$ cat config.mk
export PLATFORM = sky130hd
export DESIGN_NAME = lmce_div
export DESIGN_NICKNAME = d
export VERILOG_FILES = /design/src/design/lmce_pkg.sv /design/src/design/lmce_div.sv
export SDC_FILE = /design/constraint.sdc
export NUM_CORES = 1
export LEC_CHECK = 0
export ABC_AREA = 1
export BUFFER_PORTS_ARGS = -buffer_cell sky130_fd_sc_hd__buf_2
export CELL_PAD_IN_SITES_DETAIL_PLACEMENT = 1
export CELL_PAD_IN_SITES_GLOBAL_PLACEMENT = 1
export CORE_MARGIN = 10
export CORE_UTILIZATION = 39
export DETAILED_ROUTE_END_ITERATION = 12
export PLACE_DENSITY_LB_ADDON = 0.1
export SETUP_SLACK_MARGIN = 0.3
export SLEW_MARGIN = 10
export SYNTH_ARGS = -nofsm -noshare
export SYNTH_HDL_FRONTEND = slang
export SYNTH_SLANG_ARGS = --single-unit
$ cat constraint.sdc
create_clock -name i_clk -period 2.3 [get_ports i_clk]
set_input_delay 0.575 -clock i_clk [delete_from_list [all_inputs] [get_ports i_clk]]
set_output_delay 0.575 -clock i_clk [all_outputs]
set_load 0.01 [all_outputs]
$ cat src/design/lmce_pkg.sv
package lmce_pkg;

    localparam int PIX_W   = 8;
    localparam int CFG_W   = 12;
    localparam int IDX_W   = 3;
    localparam int CNT_W   = 10;
    localparam int SUM_W   = 18;
    localparam int DEN_W   = 18;
    localparam int DIV_W   = 32;
    localparam int DCNT_W  = 6;

    localparam logic [IDX_W-1:0] CFG_WIDTH  = 3'd0;
    localparam logic [IDX_W-1:0] CFG_HEIGHT = 3'd1;
    localparam logic [IDX_W-1:0] CFG_BLOCK  = 3'd2;
    localparam logic [IDX_W-1:0] CFG_GAIN   = 3'd3;
    localparam logic [IDX_W-1:0] CFG_TARGET = 3'd4;

    localparam logic REQ_LOAD  = 1'b0;
    localparam logic REQ_QUERY = 1'b1;

    localparam logic [1:0] ST_OK  = 2'd0;
    localparam logic [1:0] ST_SAT = 2'd1;
    localparam logic [1:0] ST_OUT = 2'd2;

    typedef struct packed {
        logic start;
    } t_div_ctrl;

    typedef struct packed {
        logic busy;
        logic done;
    } t_div_stat;

endpackage

$ cat src/design/lmce_div.sv
module lmce_div (
    input  logic                       i_clk,
    input  logic                       i_rst_n,
    input  lmce_pkg::t_div_ctrl        i_ctrl,
    input  logic [lmce_pkg::DIV_W-1:0] i_dividend,
    input  logic [lmce_pkg::DEN_W-1:0] i_divisor,
    output lmce_pkg::t_div_stat        o_stat,
    output logic [lmce_pkg::DIV_W-1:0] o_quot,
    output logic [lmce_pkg::DEN_W-1:0] o_rem
);
    import lmce_pkg::*;

    logic [DCNT_W-1:0] r_cnt;
    logic              r_done;
    logic [DIV_W-1:0]  r_q;
    logic [DEN_W-1:0]  r_rem;
    logic [DEN_W-1:0]  r_d;
    logic [DEN_W:0]    trial;

    // one quotient bit per cycle, restoring
    assign trial = {r_rem, r_q[DIV_W-1]};

    always_ff @(posedge i_clk) begin
        if (!i_rst_n) begin
            r_cnt  <= '0;
            r_done <= 1'b0;
        end else begin
            r_done <= 1'b0;
            if (i_ctrl.start) begin
                r_cnt <= DCNT_W'(DIV_W);
            end else if (r_cnt != '0) begin
                r_cnt <= r_cnt - 1'b1;
                if (r_cnt == DCNT_W'(1)) begin
                    r_done <= 1'b1;
                end
            end
        end
    end

    always_ff @(posedge i_clk) begin
        if (i_ctrl.start) begin
            r_q   <= i_dividend;
            r_rem <= '0;
            r_d   <= i_divisor;
        end else if (r_cnt != '0) begin
            if (trial >= {1'b0, r_d}) begin
                r_rem <= DEN_W'(trial - {1'b0, r_d});
                r_q   <= {r_q[DIV_W-2:0], 1'b1};
            end else begin
                r_rem <= trial[DEN_W-1:0];
                r_q   <= {r_q[DIV_W-2:0], 1'b0};
            end
        end
    end

    assign o_stat.busy = (r_cnt != '0);
    assign o_stat.done = r_done;
    assign o_quot      = r_q;
    assign o_rem       = r_rem;
endmodule

After elaboration in Yosys (flattened, before gate mapping). Index checks and enable logic that the tools add are counted.

Equal/unequal tests: 1. Multiplexer cells: 7. Add/sub/neg operators: 2. Shifts and indexed selects: 0. Bitwise logic cells: 2. Magnitude comparators: 1. $mul: 0. Div/mod/pow operators: 0. Reductions and logical operators: 4.

Operators by type and width (count): $mux W32 (2); $ge A19 B18 Y1 (1); $mux W18 (1); $sub A18 B18 Y18 (1); $mux W6 (2); $eq A6 B1 Y1 const B (1); $reduce_bool A6 Y1 (1); $sub A6 B1 Y6 const B (1); $reduce_or A3 Y1 (1); $mux W1 (2); $not A1 Y1 (2); $reduce_bool A2 Y1 (1); $reduce_or A2 Y1 (1).

ROM bits: 0. Register bits: 75. Output and inout port bits: 52. Input port bits: 53. Memories kept: 0. Latch bits: 0. Bits in writable memories: 0.

Depth between registers and ports, before layout.
Depth in word-level cells: 4. Gate-level depth with buffers: 16.

Worst setup path before layout. No wires, ideal clock.

Kind: register to register. Start: register r_q[31] (netlist: o_quot[31]). End: register r_rem[10] (netlist: o_rem[10]). Data arrival time: 1.761 ns. Path buffers: 0. Period minus slack after synthesis: 1.899 ns. Setup slack: 0.401 ns. Data required time: 2.162 ns. Setup time: 0.138 ns. Cell stages (with the launch flop): 15. Cell sequence: edfxtp_1 -> inv_1 -> ha_1 -> inv_1 -> fa_1 -> nand2_1 -> nand3_1 -> nand3_1 -> nand2_1 -> nand2_1 -> nand3b_1 -> nand2_1 -> nand2_1 -> nand3_1 -> o21ai_1.

Longest elaborated chain between the ends: 2. Elaborated cells on any way between the ends: 3. Those cells by class: add/sub (1); order compare (1); mux (1).

Ends and longest elaborated chain: start: declaration (line lmce_div.sv:15) `logic [DIV_W-1:0] r_q;`; start signal: assignment (line lmce_div.sv:42) `r_q <= i_dividend;`; start signal: assignment (line lmce_div.sv:48) `r_q <= {r_q[DIV_W-2:0], 1'b1};`; start signal: assignment (line lmce_div.sv:51) `r_q <= {r_q[DIV_W-2:0], 1'b0};`; $sub A18 B18 Y18 / $ge A19 B18 Y1 (equally long branches) (line lmce_div.sv:47, lmce_div.sv:46); $mux W18 (*) (line lmce_div.sv:46) `if (trial >= {1'b0, r_d}) begin`; end signal: assignment (line lmce_div.sv:47) `r_rem <= DEN_W'(trial - {1'b0, r_d});`; end signal: assignment (line lmce_div.sv:50) `r_rem <= trial[DEN_W-1:0];`; end: declaration (line lmce_div.sv:16) `logic [DEN_W-1:0] r_rem;`.

Mark *: on every way between the ends. The rest lies on a longest branch, timed or not. A chain may end at the register's enable or synchronous reset.

Final worst setup path.
Start: register r_d[4]. End: register r_rem[12] (netlist: o_rem[12]).

Longest elaborated chain between the ends: 2. Elaborated cells on any way between the ends: 3. Those cells by class: add/sub (1); order compare (1); mux (1).

Ends and longest elaborated chain: start: declaration (line lmce_div.sv:17) `logic [DEN_W-1:0] r_d;`; start signal: assignment (line lmce_div.sv:44) `r_d <= i_divisor;`; $sub A18 B18 Y18 / $ge A19 B18 Y1 (equally long branches) (line lmce_div.sv:47, lmce_div.sv:46); $mux W18 (*) (line lmce_div.sv:46).

Marks and branches as above.

==> qor.yml <==
clock_network:
  cts_made_buffers: 9
  clock_path_buffers: 2
  clk_latency_ns: 0.37
  clk_pin_slew_worst_paths_ns: 0.10
  clockRootBuffer: "clkbuf_8"
  ctsHoldBuffers: 0
  htree_levels: 3
  cts_sinks: 75
  cts_tree: "built"
final_layout:
  drive_gt1_share_pct: 36.24
  final_cell_mix: "nand2_1, buf_2, inv_1"
  nets: 756
  filler_cell_count: 1342
  syn_to_final_growth_pct: 38.26
  num_antenna_cells: 0
  final_common_cell: "nand2_1"
pwr:
  leakagePower_nw: 2.995
  powerDensity_nw_per_um2: 1230
  power_w: 0.007232
  peakVddDrop_v: 0.0004469
sta:
  hold_viol: 0
  whs_ns: 0.3795
  clock.fmax_mhz: 494.8
  rsz0062_at_grt: "yes"
  fin_ws_ns: 0.2790
  skew_ns: 0.02049
  period_needed_ns: 2.021
  finalSetupTns_ns: 0
  fin_crit_sh_pct: 87.87
  slew_headroom_pct: 58.07
  worst_pin_slew_ns: 0.6289
  slew_violations: 0
  setup_viol: 0
placement:
  gp_congestion: 0.8696
  hpwlAfterDp_mm: 9.851
  post-place-ws_ns: 0.01134
  portBuffers: 104
critical_path:
  critPathMaxStageDelay_ns: 0.41
  worstPathArrival_ns: 2.27
  slowest_stage: "edfxtp_1"
  cp.required_ns: 2.55
  start_kind: "flip-flop"
  worst_path_most_repeated_cell: "nand2_4"
  critPathMaxFanout: 7
  worstSetupPathType: "reg -> reg"
  crit_chain: "inv_2, ha_4, buf_6, nand2_4, nand2_4, a21oi_4, nand2_4, nand2_4, nand2_4, nand2_8, buf_8, nand3b_1, nand3_2, nand2_1"
  critPathCaptureType: "flip-flop"
  path_buf_inv: 3
  cp_top_family: "simple AND/OR/NAND/NOR gates"
drt:
  drtIter0Drc: 157
  ant_nets: 0
  wirelength_mm: 13.91
  vias: 4030
  routed_via_density: 4.873
  dr.pass1.iters: 4
  post-route-drc-count: 0
  wl_per_cell_um: 16.82
yosys:
  synth_cells: 540
  postSynthAreaPerCell_sq_um: 7.878
  synth_warnings: 0
  synth.distinct_cells: 33
  synth_area_sq_um: 4254
  ys_seq_area_share_pct: 47.06
  syn_nets: 614
  yosys_register_bits: 75
global_route:
  grt_pass1_vias: 4479
  antenna_found_initial: 0
  grt_pass1_wl_mm: 21.70
  overflow: 0
  globalRouteTotalUtil_pct: 16.78
  grt_start_max_net_pins: 53
floorplanning:
  start_util_pct: 39.59
  core_area_sq_um: 10750
  num_rows: 38
  fp.dieW_um: 124.4
  pin_count: 105
  fp.dieH_um: 124.4
  die-area_sq_um: 15490
run_status:
  status: "completed"
min_path:
  hp-class: "in -> reg"
flow_run:
  maxCapViolCount: 0
-- Yosys cell counts, drive strengths merged --
master	count	area, sq um
inv	69	259.0
clkbuf	5	18.77
a2111oi	1	8.760
xnor2	7	61.31
clkinv	2	7.510
nor3	5	35.03
o31ai	1	7.510
o21bai	1	7.510
a21oi	18	108.9
ha	20	250.2
nand2	224	873.3
nor2	27	108.9
xor2	2	17.52
buf	10	70.06
edfxtp	50	1501
dfxtp	25	500.5
fa	1	20.02
nand3b	12	90.09
o21ai	15	75.07
nand3	43	220.2
a31oi	2	12.51
-- state kept, by name, summed over array words and instances (netlist names) --
| name | count |
|---|---|
| o_quot | 32 |
| o_rem | 18 |
| r_d | 18 |
| r_cnt | 6 |
| r_done | 1 |
-- stage by stage --
stage | instance area, sq um | utilization, % | std cells
2_1_floorplan | 4254 | - | 540
3_3_place_gp | 5009 | 46.61 | 787
3_5_place_dp | 5009 | 46.61 | 787
4_1_cts | 5463 | 50.84 | 814
5_1_grt | 5882 | 54.74 | 827
6_report | 5882 | 54.74 | 827
-- metal layers --
metal / track usage (%) / share of wire (%) / vias to the layer above
li1: - / - / 2007
met3: 6.468 / 7.2 / 15
met4: 6.169 / 1.8 / 0
met1: 18.43 / 41 / 1915
met2: 28.69 / 50 / 93
met5: 0 / 0 / -
-- path summary, 6_finish.rpt --
path | start | endpoint | slack, ns | cells past startpoint
min reg2reg | r_cnt[5]$_SDFFE_PN0P_ | r_cnt[5]$_SDFFE_PN0P_ | 0.48 | 2
max reg2reg | r_d[4]$_DFFE_PP_ | o_rem[12]$_SDFFE_PP0P_ | 0.28 | 14
max | r_d[4]$_DFFE_PP_ | o_rem[12]$_SDFFE_PP0P_ | 0.28 | 14
min | i_divisor[2] | r_d[2]$_DFFE_PP_ | 0.38 | 1
-- cell type report --
class | count | area (sq um) | share of cell area [%]
Clock buffer | 12 | 176.4 | 2.999
Tap cell | 140 | 175.2 | 2.978
Inverter | 71 | 267.8 | 4.552
Multi-Input combinational cell | 380 | 2322 | 39.48
Clock inverter | 4 | 30.03 | 0.5105
Sequential cell | 75 | 2007 | 34.12
Timing Repair Buffer | 145 | 903.4 | 15.36
-- report_power, final --
part | internal [W] | total, W | switching (W) | leakage [nW]
clock network | 0.000521 | 0.00106 | 0.000543 | 0.104
logic | 0.00172 | 0.00408 | 0.00236 | 2.17
registers | 0.00182 | 0.00209 | 0.000264 | 0.721
total | 0.00406 | 0.00723 | 0.00317 | 2.99
-- kinds of logic after synthesis --
family	Yosys count	synth area share (%)
AOI/OAI and AO/OA	38	5.177
xor gates and xnor gates	9	1.853
adders and majority gates	21	6.353
buffers and inverters	86	8.353
DFF	75	47.06
and+or+nand+nor	311	31.21
-- repair_timing --
| item | in CTS | in global routing |
|---|---|---|
| pin swaps | 8 | 39 |
| endpoints found under the setup margin | 52 | 20 |
| cloned | 1 | 0 |
| setup buffers | 10 | 13 |
| resized for setup | 32 | 75 |
(Power assumes the default switching activity.)
